--- config.mk ---
export PLATFORM = sky130hd
export DESIGN_NAME = lprl_cfg
export DESIGN_NICKNAME = d
export VERILOG_FILES = /design/src/lprl_pkg.sv /design/src/lprl_cfg.sv
export SDC_FILE = /design/constraint.sdc
export NUM_CORES = 1
export LEC_CHECK = 0
export BUFFER_PORTS_ARGS = -buffer_cell sky130_fd_sc_hd__clkbuf_2
export CAP_MARGIN = 10
export CORE_UTILIZATION = 29
export DETAILED_ROUTE_END_ITERATION = 8
export GPL_TIMING_DRIVEN = 0
export PLACE_DENSITY = 0.79
export SLEW_MARGIN = 30
export SYNTH_ARGS = -nofsm -noshare
export SYNTH_HDL_FRONTEND = slang
export SYNTH_SLANG_ARGS = --single-unit
--- constraint.sdc ---
create_clock -name clk -period 1.25 [get_ports clk]
set_clock_uncertainty 0.2 [all_clocks]
set_input_delay 0.3125 -clock clk [delete_from_list [all_inputs] [get_ports clk]]
set_output_delay 0.3125 -clock clk [all_outputs]
set_load 0.05 [all_outputs]
--- src/lprl_pkg.sv ---
// Shared types and constants for the longest-prefix route lookup block.
package lprl_pkg;

	// Default number of route slots.
	localparam int LPRL_TABLE_DEPTH = 64;

	// Field widths of the request and response items.
	localparam int ADDR_W  = 32;
	localparam int PORT_W  = 8;
	localparam int SLOT_W  = 6;
	localparam int COUNT_W = 7;

	// Request type codes.
	localparam logic REQ_WRITE  = 1'b0;
	localparam logic REQ_LOOKUP = 1'b1;

	// Register index codes of the configuration port.
	localparam logic REG_ENTRY_COUNT = 1'b0;

	// Match key of one route slot.
	typedef struct packed {
		logic [ADDR_W-1:0] prefix;
		logic [ADDR_W-1:0] mask;
	} key_t;

	// Forwarding data of one route slot.
	typedef struct packed {
		logic [ADDR_W-1:0] gateway;
		logic [PORT_W-1:0] port;
	} route_data_t;

	// Lookup sequencer states.
	typedef enum logic [1:0] {
		ST_IDLE,
		ST_SCAN,
		ST_FETCH,
		ST_RESULT
	} state_t;

endpackage

--- src/lprl_cfg.sv ---
// APB register block holding the entry count.
module lprl_cfg
	import lprl_pkg::*;
(
	input  logic               clk,
	input  logic               arst_n,
	input  logic               psel,
	input  logic               penable,
	input  logic               pwrite,
	input  logic [2:0]         paddr,
	input  logic [31:0]        pwdata,
	output logic [31:0]        prdata,
	output logic               pready,
	output logic [COUNT_W-1:0] entry_count
);

	logic [COUNT_W-1:0] entry_count_q;
	logic               reg_index;
	logic               wr_en;

	// Decode the word index from the byte address.
	assign reg_index = paddr[2];
	assign wr_en     = psel && penable && pwrite;
	assign pready    = 1'b1;

	// Hold the entry count.
	always_ff @(posedge clk or negedge arst_n) begin
		if (!arst_n) begin
			entry_count_q <= '0;
		end else if (wr_en && (reg_index == REG_ENTRY_COUNT)) begin
			entry_count_q <= pwdata[COUNT_W-1:0];
		end
	end

	// Return the register value on reads.
	always_comb begin
		unique case (reg_index)
			REG_ENTRY_COUNT: prdata = 32'(entry_count_q);
			default:         prdata = '0;
		endcase
	end

	assign entry_count = entry_count_q;

endmodule

* Yosys cells after proc, flatten, opt, wreduce, memory -nomap -nowiden
Cells that the tools add are included. W data, S select, Z words.
Operators by class: muxes and demuxes 1, bitwise logic cells 1, reductions and logical operators 3
Operators by type and width (number):
- $mux W7 | 1
- $logic_and A1 B1 Y1 | 3
- $not A1 Y1 | 1
Storage, ports and cells: flip-flop bits (word level) 7, output and inout bits 40, logic and storage cells 6

* Longest topological paths before layout
word-level depth 3, gate-level depth with buffers 2, mapped depth without buffers 2

* Least setup slack after synthesis
Ideal clock, no wire load.
path type register to output, start register entry_count_q[0], in the netlist entry_count[0], end output port prdata[0], data arrival time 996 ps, path slack -258 ps, stages on the path, launching flop included 2, path buffers 0, cells stage by stage dfrtp_1 -> and2b_2
Between the ends: longest elaborated chain between the ends 1
RTL lines:
- start: declaration | line lprl_cfg.sv:17 | logic [COUNT_W-1:0] entry_count_q;
- start signal: assignment | line lprl_cfg.sv:31 | entry_count_q <= pwdata[COUNT_W-1:0];
- $mux W7 | line lprl_cfg.sv:37 | unique case (reg_index)
- end: declaration | line lprl_cfg.sv:12 | output logic [31:0] prdata,
No other way between the ends.

* Final worst setup path
start register entry_count_q[1], in the netlist entry_count[1], end output port prdata[1]
The elaborated chain is that of the path after synthesis.

==> reports/qor.yml <==
sta:
  final-hold-violation-count: 0
  finalWorstPathRequiredPeriod_ns: 1.48
  grt_setup_unrepaired: "yes"
  setup_viol: 14
  final.setup.worst_slack_ns: -0.229
  fin_crit_sh_pct: 118
  max_freq_ghz: 0.676
  drv_slew: 0
place:
  place_ws_ns: -0.236
  dpl_cell_area_um2: 811
  place.gp.congestion: 0.553
  io_buffers: 26
pwr:
  leakage_uw: 0.000587
  p_per_area_mw_per_mm2: 1470
  ir_drop_uv: 580
  finalPower_uw: 1530
clocking:
  cts_tree: "yes"
  clock_path_buffers: 2
  clock-sinks: 7
  path_clk_slew_ns: 0.05
  clock-root-buffer: "clkbuf_4"
  h-tree-depth: 1
  clk_latency_ns: 0.24
  cts_buffers: 3
worst_setup_path:
  critPathKind: "register to output port"
  crit_chain: "and2b_4, buf_8"
  r2r_start: "entry_count[2]"
  cp-end-kind: "output port"
  startpoint: "entry_count[1]"
  path_max_fanout: 3
  crit_path_end: "prdata[1]"
  critPathBufInv: 1
  cp_slowest_cell: "dfrtp_2"
  crit_cells: 2
  r2r_cells: 3
  r2r_slack_ns: 0.05
  required_ns: 0.74
  critPathArrivalTime_ns: 0.97
  worst_setup_path_start_kind: "register"
  max_stage_delay_ns: 0.41
  rr_endpoint: "entry_count[2]"
  crit_family: "flip-flops"
flow_run:
  cap_violations: 0
global_routing:
  grt_pass1_wl_mm: 1.77
  grt_max_degree: 9
  grt_pass1_vias: 425
  gr-total-overflow: 0
  antenna_found_initial: 0
  grt_usage_pct: 12.3
yosys:
  synth_xor_area_share_pct: 0
  synthSimpleGateAreaFrac_pct: 15.7
  muxShareOfSynthArea_pct: 14.5
  seq_area_frac_synth_pct: 32.3
  ys_top_cells_by_area: "buf_4 (36%), dfrtp_1 (32%), mux2_2 (15%)"
  synth.distinct_cells: 6
  synth_top_family_by_area: "buffers and inverters"
  avgSynthCellArea_um2: 10.8
  synth_top_area_cell: "buf_4"
  yosys_warnings: 0
  postSynthCellCount: 50
  synth_compound_area_share_pct: 0
  synthAdderAreaFrac_pct: 0
  yosysTopAreaCellShare_pct: 36.0
  ys_seq_elements: 7
  synth_area_um2: 542
final_layout:
  layout-drive-gt1-share_pct: 74.8
  largest_register_ffs: 7
  diodes: 0
  syn_to_final_growth_pct: 92.8
  stdcell_area_mm2: 0.00104
  fin_nets: 152
routing:
  first_pass_iters: 1
  met2_wirelength_um: 676
  dr.first_iter.drc_count: 0
  routed_wl_mm: 1.22
  vias: 451
  drcViolationCount: 0
  routed.top_layer: "met4"
  vias_per_cell: 3.32
  postRouteAntennaNets: 0
  met1Wirelength_um: 409
  wl_met3_um: 116
  wire_per_inst_um: 8.97
floorplanning:
  io-pin-count: 80
  core-area_mm2: 0.00175
  num_rows: 15
  dieArea_mm2: 0.00204
  fp.dieW_um: 45.2
  start_util_pct: 31.0
  dieHeight_um: 45.2
run_status:
  status: "finished, violations left"
  violations: "setup timing"
hold_path:
  holdCritPathClass: "primary input to register"
==> per-layer routing <==
layer  GRT usage, %  up-vias
met1           10.9      194
met2           24.6       29
met4           5.45        0
li1               -      226
met3           4.00        2
met5              0        -
==> Yosys cell counts <==
| cell type | count |
|---|---|
| conb_1 | 2 |
| mux2_2 | 7 |
| dfrtp_1 | 7 |
| nand4b_4 | 1 |
| and2b_2 | 7 |
| buf_4 | 26 |
==> metrics by stage <==
step                      hold WS [ns]  utilization (%)  TNS, ns  instances
after global placement         -0.0451             46.5    -2.30        125
after detailed placement       -0.0432             46.5    -2.31        125
final                            0.104             59.9    -2.65        136
after CTS                        0.101             56.7    -2.65        132
after floorplan                 -0.183                -   -0.461         74
after global routing            0.0957             59.9    -3.08        136
==> cell usage in the layout, fill, tap and decap left out <==
cell,count
buf_4,29
conb_1,26
clkbuf_2,12
buf_8,8
and2b_4,7
mux2_2,7
dfrtp_2,7
buf_6,6
clkbuf_4,4
clkbuf_16,2
nand4b_4,1
clkbuf_1,1
dlygate4sd3_1,1
==> power breakdown <==
group	internal [uW]	total [uW]	switching, uW
registers	287	326	39.1
logic	427	1010	585
clock network	121	196	74.4
==> what timing repair did <==
item,4_1_cts,5_1_grt
gates resized for setup,28,15
gates cloned,0,0
setup buffers,2,4
endpoints found under the setup margin,14,14
hold endpoints to repair,7,0
hold buffers,1,0
==> cell type report <==
| class | instances | area (um2) |
|---|---|---|
| well taps | 25 | 31.3 |
| clock buffers | 4 | 26.3 |
| multi-input cells | 41 | 270 |
| plain buffers | 26 | 195 |
| fillers | 147 | 701 |
| repair buffers | 33 | 338 |
| flip-flops and latches | 7 | 184 |
==> logic make-up after synthesis <==
| logic type | after synthesis |
|---|---|
| buf+inv | 26 |
| flops | 7 |
| mux | 7 |
| other cells | 2 |
| simple gates | 8 |
==> worst min-delay path by stage <==
| stage | start | endpoint | slack, ns | cells after the start |
|---|---|---|---|---|
| 2_1_floorplan | arst_n | entry_count[0] | -0.18 | 0 |
| 3_5_place_dp | arst_n | entry_count[3] | -0.04 | 1 |
| 5_1_grt | pwdata[2] | entry_count[2] | 0.1 | 2 |
| 3_3_place_gp | arst_n | entry_count[3] | -0.05 | 1 |
| 4_1_cts | pwdata[3] | entry_count[3] | 0.10 | 2 |
| 6_report | pwdata[6] | entry_count[6] | 0.10 | 2 |
No activity file was read; power rests on OpenSTA's default activity.
