--- src/lprl_pkg.sv ---
// Shared types and constants for the longest-prefix route lookup block.
package lprl_pkg;

	// Default number of route slots.
	localparam int LPRL_TABLE_DEPTH = 64;

	// Field widths of the request and response items.
	localparam int ADDR_W  = 32;
	localparam int PORT_W  = 8;
	localparam int SLOT_W  = 6;
	localparam int COUNT_W = 7;

	// Request type codes.
	localparam logic REQ_WRITE  = 1'b0;
	localparam logic REQ_LOOKUP = 1'b1;

	// Register index codes of the configuration port.
	localparam logic REG_ENTRY_COUNT = 1'b0;

	// Match key of one route slot.
	typedef struct packed {
		logic [ADDR_W-1:0] prefix;
		logic [ADDR_W-1:0] mask;
	} key_t;

	// Forwarding data of one route slot.
	typedef struct packed {
		logic [ADDR_W-1:0] gateway;
		logic [PORT_W-1:0] port;
	} route_data_t;

	// Lookup sequencer states.
	typedef enum logic [1:0] {
		ST_IDLE,
		ST_SCAN,
		ST_FETCH,
		ST_RESULT
	} state_t;

endpackage

--- src/lprl_if.sv ---
// Request and response channel interfaces of the route lookup block.
interface lprl_req_if
	import lprl_pkg::*;
();
	logic              valid;
	logic              ready;
	logic              req_type;
	logic [SLOT_W-1:0] entry_index;
	logic [ADDR_W-1:0] entry_prefix;
	logic [ADDR_W-1:0] entry_mask;
	logic [ADDR_W-1:0] entry_next_hop;
	logic [PORT_W-1:0] entry_port;
	logic [ADDR_W-1:0] lookup_address;

	modport source (
		output valid, req_type, entry_index, entry_prefix, entry_mask,
		       entry_next_hop, entry_port, lookup_address,
		input  ready
	);

	modport sink (
		input  valid, req_type, entry_index, entry_prefix, entry_mask,
		       entry_next_hop, entry_port, lookup_address,
		output ready
	);
endinterface

interface lprl_rsp_if
	import lprl_pkg::*;
();
	logic              valid;
	logic              ready;
	logic              hit;
	logic [ADDR_W-1:0] route_next_hop;
	logic [PORT_W-1:0] route_port;
	logic [SLOT_W-1:0] route_slot;

	modport source (
		output valid, hit, route_next_hop, route_port, route_slot,
		input  ready
	);

	modport sink (
		input  valid, hit, route_next_hop, route_port, route_slot,
		output ready
	);
endinterface

--- src/lprl_engine.sv ---
// Lookup sequencer: takes items, scans the key memory and builds results.
module lprl_engine
	import lprl_pkg::*;
#(
	parameter int TABLE_DEPTH = LPRL_TABLE_DEPTH,
	localparam int IDX_W = (TABLE_DEPTH > 1) ? $clog2(TABLE_DEPTH) : 1,
	localparam int CNT_W = $clog2(TABLE_DEPTH + 1)
) (
	input  logic               clk,
	input  logic               arst_n,
	lprl_req_if.sink           req,
	lprl_rsp_if.source         rsp,
	input  logic [COUNT_W-1:0] entry_count,
	output logic               wr_en,
	output logic [IDX_W-1:0]   wr_addr,
	output key_t               wr_key,
	output route_data_t        wr_data,
	output logic               key_rd_en,
	output logic [IDX_W-1:0]   key_rd_addr,
	input  key_t               key_rd,
	output logic               data_rd_en,
	output logic [IDX_W-1:0]   data_rd_addr,
	input  route_data_t        data_rd
);

	state_t            state_q, state_d;
	logic [ADDR_W-1:0] addr_q;
	logic [CNT_W-1:0]  limit_q;
	logic [CNT_W-1:0]  limit_d;
	logic [CNT_W-1:0]  rd_idx_q;
	logic              valid_s1;
	logic [IDX_W-1:0]  idx_s1;
	logic              found_q;
	logic [ADDR_W-1:0] best_mask_q;
	logic [IDX_W-1:0]  best_q;
	logic              issue;
	logic              match;
	logic              better;
	logic              accept;
	logic              out_free;
	logic              load_out;
	logic              slot_ok;

	logic              out_valid_q;
	logic              out_hit_q;
	logic [ADDR_W-1:0] out_gateway_q;
	logic [PORT_W-1:0] out_port_q;
	logic [SLOT_W-1:0] out_slot_q;

	// Accept an item only between lookups.
	assign req.ready = (state_q == ST_IDLE);
	assign accept    = req.valid && req.ready;

	// Store a route entry when the slot lies inside the table.
	assign slot_ok = (32'(req.entry_index) < 32'(TABLE_DEPTH));
	assign wr_en   = accept && (req.req_type == REQ_WRITE) && slot_ok;
	assign wr_addr = IDX_W'(req.entry_index);
	assign wr_key  = '{prefix: req.entry_prefix, mask: req.entry_mask};
	assign wr_data = '{gateway: req.entry_next_hop, port: req.entry_port};

	// Saturate the search limit at the table depth.
	assign limit_d = (32'(entry_count) > 32'(TABLE_DEPTH)) ?
		CNT_W'(TABLE_DEPTH) : CNT_W'(entry_count);

	// Issue one key read per cycle until the limit is reached.
	assign issue       = (state_q == ST_SCAN) && (rd_idx_q < limit_q);
	assign key_rd_en   = issue;
	assign key_rd_addr = rd_idx_q[IDX_W-1:0];

	// Compare the returned key against the address.
	assign match  = ((addr_q ^ key_rd.prefix) & key_rd.mask) == '0;
	assign better = !found_q || (key_rd.mask > best_mask_q);

	assign data_rd_en   = (state_q == ST_FETCH);
	assign data_rd_addr = best_q;

	// Output slot is free when empty or being drained.
	assign out_free = !out_valid_q || rsp.ready;

	// Sequence the lookup.
	always_comb begin
		state_d  = state_q;
		load_out = 1'b0;
		unique case (state_q)
			ST_IDLE: begin
				if (accept && (req.req_type == REQ_LOOKUP)) begin
					state_d = ST_SCAN;
				end
			end
			ST_SCAN: begin
				if (!issue) begin
					state_d = ST_FETCH;
				end
			end
			ST_FETCH: begin
				state_d = ST_RESULT;
			end
			ST_RESULT: begin
				if (out_free) begin
					load_out = 1'b1;
					state_d  = ST_IDLE;
				end
			end
			default: begin
				state_d = ST_IDLE;
			end
		endcase
	end

	always_ff @(posedge clk or negedge arst_n) begin
		if (!arst_n) begin
			state_q <= ST_IDLE;
		end else begin
			state_q <= state_d;
		end
	end

	// Track the read pipeline stage.
	always_ff @(posedge clk or negedge arst_n) begin
		if (!arst_n) begin
			valid_s1 <= 1'b0;
		end else begin
			valid_s1 <= issue;
		end
	end

	always_ff @(posedge clk) begin
		idx_s1 <= rd_idx_q[IDX_W-1:0];
	end

	// Capture the lookup and advance the scan index.
	always_ff @(posedge clk) begin
		if (accept) begin
			addr_q   <= req.lookup_address;
			limit_q  <= limit_d;
			rd_idx_q <= '0;
		end else if (issue) begin
			rd_idx_q <= rd_idx_q + 1'b1;
		end
	end

	// Keep the best match so far.
	always_ff @(posedge clk or negedge arst_n) begin
		if (!arst_n) begin
			found_q <= 1'b0;
		end else if (accept) begin
			found_q <= 1'b0;
		end else if (valid_s1 && match) begin
			found_q <= 1'b1;
		end
	end

	always_ff @(posedge clk) begin
		if (accept) begin
			best_mask_q <= '0;
			best_q      <= '0;
		end else if (valid_s1 && match && better) begin
			best_mask_q <= key_rd.mask;
			best_q      <= idx_s1;
		end
	end

	// Hold the result until the sink takes it.
	always_ff @(posedge clk or negedge arst_n) begin
		if (!arst_n) begin
			out_valid_q <= 1'b0;
		end else if (load_out) begin
			out_valid_q <= 1'b1;
		end else if (rsp.ready) begin
			out_valid_q <= 1'b0;
		end
	end

	always_ff @(posedge clk) begin
		if (load_out) begin
			out_hit_q     <= found_q;
			out_gateway_q <= found_q ? data_rd.gateway : '0;
			out_port_q    <= found_q ? data_rd.port : '0;
			out_slot_q    <= found_q ? SLOT_W'(best_q) : '0;
		end
	end

	assign rsp.valid          = out_valid_q;
	assign rsp.hit            = out_hit_q;
	assign rsp.route_next_hop = out_gateway_q;
	assign rsp.route_port     = out_port_q;
	assign rsp.route_slot     = out_slot_q;

endmodule

--- src/flat_wrapper.sv ---
// flat-port wrapper written by rule: the top's interface ports become plain ports
module lprl_engine_flat import lprl_pkg::*;
#(
	parameter int TABLE_DEPTH = LPRL_TABLE_DEPTH,
	localparam int IDX_W = (TABLE_DEPTH > 1) ? $clog2(TABLE_DEPTH) : 1,
	localparam int CNT_W = $clog2(TABLE_DEPTH + 1)
)
  (clk, arst_n, entry_count, wr_en, wr_addr, wr_key, wr_data, key_rd_en, key_rd_addr, key_rd, data_rd_en, data_rd_addr, data_rd, req_valid, req_req_type, req_entry_index, req_entry_prefix, req_entry_mask, req_entry_next_hop, req_entry_port, req_lookup_address, req_ready, rsp_valid, rsp_hit, rsp_route_next_hop, rsp_route_port, rsp_route_slot, rsp_ready);
  lprl_req_if req_i ();
  lprl_rsp_if rsp_i ();
  input  logic clk;
  input  logic arst_n;
  input  logic [COUNT_W-1:0] entry_count;
  output logic wr_en;
  output logic [IDX_W-1:0] wr_addr;
  output key_t wr_key;
  output route_data_t wr_data;
  output logic key_rd_en;
  output logic [IDX_W-1:0] key_rd_addr;
  input  key_t key_rd;
  output logic data_rd_en;
  output logic [IDX_W-1:0] data_rd_addr;
  input  route_data_t data_rd;
  input wire logic [$bits(req_i.valid)-1:0] req_valid;
  input wire logic [$bits(req_i.req_type)-1:0] req_req_type;
  input wire logic [$bits(req_i.entry_index)-1:0] req_entry_index;
  input wire logic [$bits(req_i.entry_prefix)-1:0] req_entry_prefix;
  input wire logic [$bits(req_i.entry_mask)-1:0] req_entry_mask;
  input wire logic [$bits(req_i.entry_next_hop)-1:0] req_entry_next_hop;
  input wire logic [$bits(req_i.entry_port)-1:0] req_entry_port;
  input wire logic [$bits(req_i.lookup_address)-1:0] req_lookup_address;
  output wire logic [$bits(req_i.ready)-1:0] req_ready;
  output wire logic [$bits(rsp_i.valid)-1:0] rsp_valid;
  output wire logic [$bits(rsp_i.hit)-1:0] rsp_hit;
  output wire logic [$bits(rsp_i.route_next_hop)-1:0] rsp_route_next_hop;
  output wire logic [$bits(rsp_i.route_port)-1:0] rsp_route_port;
  output wire logic [$bits(rsp_i.route_slot)-1:0] rsp_route_slot;
  input wire logic [$bits(rsp_i.ready)-1:0] rsp_ready;
  assign req_i.valid = req_valid;
  assign req_i.req_type = req_req_type;
  assign req_i.entry_index = req_entry_index;
  assign req_i.entry_prefix = req_entry_prefix;
  assign req_i.entry_mask = req_entry_mask;
  assign req_i.entry_next_hop = req_entry_next_hop;
  assign req_i.entry_port = req_entry_port;
  assign req_i.lookup_address = req_lookup_address;
  assign req_ready = req_i.ready;
  assign rsp_valid = rsp_i.valid;
  assign rsp_hit = rsp_i.hit;
  assign rsp_route_next_hop = rsp_i.route_next_hop;
  assign rsp_route_port = rsp_i.route_port;
  assign rsp_route_slot = rsp_i.route_slot;
  assign rsp_i.ready = rsp_ready;
  lprl_engine #(.TABLE_DEPTH(TABLE_DEPTH)) u_core (.clk(clk), .arst_n(arst_n), .req(req_i), .rsp(rsp_i), .entry_count(entry_count), .wr_en(wr_en), .wr_addr(wr_addr), .wr_key(wr_key), .wr_data(wr_data), .key_rd_en(key_rd_en), .key_rd_addr(key_rd_addr), .key_rd(key_rd), .data_rd_en(data_rd_en), .data_rd_addr(data_rd_addr), .data_rd(data_rd));
endmodule
--- config.mk ---
export PLATFORM = sky130hd
export DESIGN_NAME = lprl_engine_flat
export DESIGN_NICKNAME = d
export VERILOG_FILES = /design/src/lprl_pkg.sv /design/src/lprl_if.sv /design/src/lprl_engine.sv /design/src/flat_wrapper.sv
export SDC_FILE = /design/constraint.sdc
export NUM_CORES = 1
export LEC_CHECK = 0
export BUFFER_PORTS_ARGS = -buffer_cell sky130_fd_sc_hd__buf_2
export CAP_MARGIN = 15
export CORE_AREA = 2 2 166 168
export DETAILED_ROUTE_END_ITERATION = 10
export DIE_AREA = 0 0 168 170
export GPL_TIMING_DRIVEN = 0
export PLACE_DENSITY_LB_ADDON = 0.25
export SETUP_SLACK_MARGIN = 0.15
export SLEW_MARGIN = 20
export SYNTH_ARGS = -nofsm -noshare
export SYNTH_HDL_FRONTEND = slang
export SYNTH_SLANG_ARGS = --single-unit
--- constraint.sdc ---
create_clock -name clk -period 2.6 [get_ports clk]
set_input_delay 0.13 -clock clk [delete_from_list [all_inputs] [get_ports clk]]
set_output_delay 0.13 -clock clk [all_outputs]
set_load 0.05 [all_outputs]
Yosys cells after proc, flatten, opt, wreduce, memory -nomap -nowiden
Cells that the tools add are included.
{"block": "totals", "ff_bits": 142, "latch_bits": 0, "mem_bits_rw": 0, "rom_bits": 0, "inputBits": 258, "out_inout_bits": 174, "word_cells": 52, "n_memories": 0}
{"block": "classes", "n_addsub": 1, "n_mul": 0, "div": 0, "order_cmp": 3, "eq_ne": 6, "n_shift": 0, "muxes": 10, "bitwise": 3, "n_reduce_logical": 15}
{"operator": "32-bit bitwise AND", "count": 1}
{"operator": "32-bit > comparator", "count": 1}
{"operator": "32-bit logical NOT", "count": 1}
{"operator": "32-bit XOR", "count": 1}
{"operator": "2-bit case mux with 4 select lines", "count": 1}
{"operator": "7-bit by 1-bit adder with 7-bit output (second input constant)", "count": 1}
{"operator": "7-bit > comparator (second input constant)", "count": 1}
{"operator": "7-bit less-than comparator", "count": 1}
{"operator": "1-bit logical AND", "count": 6}
{"operator": "1-bit two-way mux", "count": 6}
{"operator": "2-bit two-way mux", "count": 3}
{"operator": "2-bit == test (second input constant)", "count": 2}
{"operator": "2-bit inequality test (second input constant)", "count": 2}
{"operator": "2-bit nonzero test", "count": 2}
{"operator": "3-bit AND reduction", "count": 1}
{"operator": "2-bit by 1-bit == test with 1-bit output (second input constant)", "count": 1}
{"operator": "1-bit logical NOT", "count": 2}
{"operator": "2-bit logical NOT", "count": 1}
{"operator": "1-bit logical OR", "count": 2}
{"operator": "2-bit by 1-bit inequality test with 1-bit output (second input constant)", "count": 1}
{"operator": "1-bit inverter", "count": 1}

Longest topological paths before layout
{"block": "logic_depth", "word_depth": 6, "depth_mapped": 11, "ltp_nobuf": 9}

Worst setup path after synthesis
OpenSTA, ideal clock, no wires.
{"block": "synth_path", "kind": "register to register", "startpoint": "reg u_core.state_q[0]", "endpoint": "reg u_core.rd_idx_q[3]", "setup_time_ns": 0.060, "arrival_time_ns": 2.823, "required_time_ns": 2.540, "slack_ns": -0.282, "path_stages_with_launch": 7, "path_buffers": 0, "synth_period_minus_slack_ns": 2.882, "cell_sequence": "dfrtp_1 inv_1 ha_1 nand2_1 clkinv_1 or4_1 nand2_1"}
{"block": "synth_via", "elab_chain_len": 2, "word_cells_on_any_way": 4, "cone_classes": "eq/ne: 1; reduce/logical: 3"}
{"element": "from (decl)", "line_no": "lprl_engine.sv:26", "rtl": "state_t state_q, state_d;"}
{"element": "from (signal assigned)", "line_no": "lprl_engine.sv:114", "rtl": "state_q <= state_d;"}
{"element": "2-bit logical NOT", "line_no": "lprl_engine.sv:51", "rtl": "assign req.ready = (state_q == ST_IDLE);"}
{"element": "net req_ready", "line_no": "flat_wrapper.sv:32", "rtl": "output wire logic [$bits(req_i.ready)-1:0] req_ready;"}
{"element": "1-bit logical AND", "line_no": "lprl_engine.sv:52", "rtl": "assign accept = req.valid && req.ready;"}
{"element": "net u_core.accept", "line_no": "lprl_engine.sv:39", "rtl": "logic accept;"}
{"element": "to (signal assigned)", "line_no": "lprl_engine.sv:138", "rtl": "rd_idx_q <= rd_idx_q + 1'b1;"}
{"element": "to (decl)", "line_no": "lprl_engine.sv:30", "rtl": "logic [CNT_W-1:0] rd_idx_q;"}
The timed path passes the listed nets, and every way through them passes these cells.
A chain may end at the register's enable or synchronous reset.

Worst setup path after layout
{"block": "layout_path", "startpoint": "in key_rd[19] (netlist bit)", "endpoint": "reg u_core.best_mask_q[27]"}
{"block": "layout_via", "elab_chain_len": 4, "word_cells_on_any_way": 6, "cone_classes": "order compare: 1; bitwise: 1; reduce/logical: 4"}
{"element": "from (decl)", "line_no": "flat_wrapper.sv:20", "rtl": "input key_t key_rd;"}
{"element": "parallel branches: the longest is 3 deep, another holds 32-bit > comparator"}
{"element": "1-bit logical AND (*)", "line_no": "lprl_engine.sv:157", "rtl": "end else if (valid_s1 && match && better) begin"}
{"element": "to (signal assigned)", "line_no": "lprl_engine.sv:158", "rtl": "best_mask_q <= key_rd.mask;"}
{"element": "to (decl)", "line_no": "lprl_engine.sv:34", "rtl": "logic [ADDR_W-1:0] best_mask_q;"}
Mark *: on every way between the ends.

==> results_dict.tcl <==
set metrics [dict create \
    clockPowerShare_pct 29.0 \
    fp.dieArea_mm2 0.0286 \
    cts.clk_slew.worst_paths_ns 0.07 \
    layout_setup_ws_ns 0.201 \
    critical_path_class "input pin to flip-flop" \
    synthesis.yosys.warnings 0 \
    width_of_the_die_um 168 \
    netlist_area_mm2 0.00743 \
    layout_min_cycle_time_ns 2.40 \
    timing.hold.worst.class "input pin to flip-flop" \
    cellInternalPower_mw 5.10 \
    average_wire_per_cell_in_the_routed_design_um 13.7 \
    hold_viol_final 0 \
    hold-path-endpoint "u_core.best_mask_q[15]" \
    synth-edff-count 86 \
    sequential_cell_area_in_the_final_layout_mm2 0.00373 \
    holdCritStartpoint "key_rd[15]" \
    ant_nets 0 \
    synth_top_area_cell "sky130_fd_sc_hd__edfxtp_1" \
    maxCapViolCount 0 \
    cts.sinks 142 \
    synth-main-ff-cell "sky130_fd_sc_hd__edfxtp_1" \
    worst_setup_path_startpoint "key_rd[19]" \
    totalNegativeSetupSlack_ns 0 \
    layout.core_utilization_pct 42.8 \
    power_frac_seq_pct 35.7 \
    power.ir.vdd_worst_mv 0.341 \
    placement.cell_area_mm2 0.00949 \
    crit_path_end_kind "flip-flop" \
    yosysUniqueCellTypes 46 \
    syn-mean-instance-area_um2 10.9 \
    slew_violations 0 \
    remaining_drc_errors 0 \
    dp_hpwl_um 15400 \
    worstPathArrival_ns 2.74 \
    yosysTopAreaCellShare_pct 34.7 \
    final.period_utilization_pct 92.3 \
    power_switching_share_pct 39.7 \
    share_of_layout_cells_above_drive_strength_1_pct 44.5 \
    finalSetupViolCount 0 \
    port-buffer-count 321 \
    worstPathRequired_ns 2.94 \
    placementRows 60 \
    max_clk_rate_ghz 0.417 \
    number_of_detailed_routing_iterations_run_before_antenna_repair 4 \
    yosysSeqAreaShare_pct 50.2 \
    clk-insertion-delay-late_ns 0.42 \
    worst_slew_pin_slew_ns 0.542 \
    minimum_hold_slack_ns 0.0169 \
    power.switching_mw 3.36 \
    dr_total_vias 6092 \
    hold_path_stages 3 \
    antenna_cells 0 \
    grt_use_total_pct 13.6 \
    design_area_mm2 0.0114 \
    clock_tree.buffer_depth 2 \
    rsz0062_at_grt "true" \
    worst-path-max-fanout 7 \
    tritoncts "yes" \
    root_buffer "sky130_fd_sc_hd__clkbuf_16" \
    count_of_boundary_i_o_pins 432 \
    critical_path.startpoint_type "input pin" \
    clock_tree.htree_level_count 4 \
    postSynthCellCount 682 \
    total_congestion_overflow_after_global_routing 0 \
    synthToLayoutAreaGrowth_pct 53.5 \
    clock_skew_ns 0.0125 \
    die_height_um 170 \
    grt_first_pass_wirelength_um 30200 \
    synthTopCellsByArea "sky130_fd_sc_hd__edfxtp_1 35%, sky130_fd_sc_hd__dfxtp_1 14%, sky130_fd_sc_hd__buf_4 12%" \
    initial_core_util_pct 27.9 \
    nets 1435 \
    first_global_vias 5910 \
    grt_max_degree 47 \
    core-area_mm2 0.0267 \
    gpl.final_weighted_congestion 0.795 \
    dp.cells 1345 \
    detailedRoute.firstIterationViolations 218 \
    synthArstFlopShare_pct 3.52 \
    reg2reg_to "u_core.best_mask_q[27]" \
    fin_cells 1488 \
    power_per_cell_area_mw_per_mm2 741 \
    cts_made_buffers 17 \
    max_slew_margin_pct 63.9 \
    worst-r2r-setup-slack_ns 0.23 \
    yosys.cell_count.top_type "sky130_fd_sc_hd__buf_4" \
    antenna_violations_before_repair 0 \
    routed_via_density 4.09 \
    dp_worst_setup_slack_ns -0.133 \
    worstRegToRegCells 10 \
    logic_gate_share_of_total_power_pct 35.3 \
    rr_startpoint "u_core.best_mask_q[18]" \
    synth_fp_nets 983 \
    area_used_by_multi_input_combinational_logic_mm2 0.00272 \
    run_status "complete, no violations" \
    p_leak_nw 5.44 \
    synth-seq-cells 142 \
    finalPower_mw 8.46 \
    wirelength_um 20400 \
    final.fill_count 2584 \
    yosys-top-cells-count "117 x sky130_fd_sc_hd__buf_4, 90 x sky130_fd_sc_hd__nand2_1, 86 x sky130_fd_sc_hd__edfxtp_1" \
]
layout by cell type (no fill, tap or decap), drive strengths merged, types with 2 or more instances in the layout:
cell type | Yosys | layout
a21o | 7 | 7
nor2b | 7 | 7
o21ai | 7 | 7
nor2 | 8 | 8
mux2i | 39 | 39
xor2 | 32 | 32
or3 | 4 | 4
ha | 43 | 43
a21oi | 18 | 18
buf | 120 | 448
clkinvlp | 0 | 2
a22o | 2 | 2
dlygate4sd3 | 0 | 104
and2 | 50 | 50
nor3 | 3 | 3
a22oi | 11 | 11
nor4 | 3 | 3
dfrtp | 5 | 5
nand2b | 5 | 5
nand3 | 7 | 7
dfxtp | 51 | 51
clkbuf | 15 | 33
inv | 42 | 49
a221oi | 2 | 2
nand4 | 10 | 10
nand2 | 90 | 90
edfxtp | 86 | 86
clkinv | 1 | 6
final cells by class:
class	instances	area share [%]
plain buffers	135	8.69
clock buffers	17	3.73
clock inverters	15	1.49
inverters	43	1.48
multi-input cells	362	23.8
flip-flops and latches	142	32.7
well taps	341	3.74
repair buffers	433	24.3
flip-flops by register name (all words and copies together) (netlist names):
register / flops
u_core.valid_s1: 1
u_core.rsp.valid: 1
u_core.rsp.route_slot: 6
u_core.rsp.route_port: 8
u_core.idx_s1: 6
u_core.rsp.hit: 1
u_core.best_mask_q: 32
u_core.addr_q: 32
u_core.rsp.route_next_hop: 32
u_core.data_rd_addr: 6
u_core.rd_idx_q: 7
u_core.state_q: 2
u_core.limit_q: 7
u_core.found_q: 1
critical path, cell delays in order:
cell                            delay [ns]
sky130_fd_sc_hd__dlygate4sd3_1        0.55
sky130_fd_sc_hd__buf_4                0.16
sky130_fd_sc_hd__ha_4                 0.23
sky130_fd_sc_hd__and2_4               0.13
sky130_fd_sc_hd__a221o_1              0.32
sky130_fd_sc_hd__a22oi_1              0.20
sky130_fd_sc_hd__nand3_2              0.14
sky130_fd_sc_hd__o311ai_4             0.33
sky130_fd_sc_hd__buf_8                0.20
sky130_fd_sc_hd__buf_12               0.14
sky130_fd_sc_hd__mux2i_1              0.20
how the worst max path moves through the flow:
stage / slack, ns / to / cells after the start
final: 0.20 / u_core.best_mask_q[27] / 11
after global routing: 0.07 / u_core.best_mask_q[3] / 10
after CTS: 0.15 / u_core.best_mask_q[27] / 10
after detailed placement: -0.13 / u_core.rd_idx_q[3] / 6
after global placement: -0.10 / u_core.rd_idx_q[3] / 6
after floorplan: 0.28 / u_core.rd_idx_q[3] / 6
logic make-up after synthesis:
| family | synth area share, % |
|---|---|
| xor+xnor | 3.89 |
| mux | 5.40 |
| simple gates | 12.8 |
| compound gates | 5.00 |
| flops | 50.2 |
| buf+inv | 15.5 |
| fa+ha+maj | 7.24 |
power by group through the flow:
stage | Clock (mW) | Sequential (mW) | Combinational [mW]
floorplan | 0 | 3.77 | 1.36
global placement | 0 | 3.09 | 2.79
detailed placement | 0 | 3.08 | 2.85
CTS | 2.55 | 3.03 | 2.99
global route | 2.63 | 3.06 | 3.19
finish | 2.46 | 3.02 | 2.98
per-layer routing:
| layer | track usage (%) | vias to the layer above | wire [um] | part of all wire, % |
|---|---|---|---|---|
| li1 | - | 3099 | - | - |
| met1 | 16.9 | 2790 | 8800 | 43 |
| met2 | 24.1 | 191 | 10500 | 51 |
| met3 | 2.72 | 12 | 968 | 4.7 |
| met4 | 3.52 | 0 | 172 | 0.84 |
| met5 | 0 | - | 0 | 0 |
timing repair:
item / 4_1_cts / 5_1_grt
hold buffers: 104 / 0
hold endpoints to repair: 108 / 0
pin swaps: 4 / 7
gates cloned: 0 / 2
buffers inserted: 4 / 1
setup endpoints to repair: 40 / 40
gates resized for setup: 10 / 29
No activity file was read; power rests on OpenSTA's default activity.
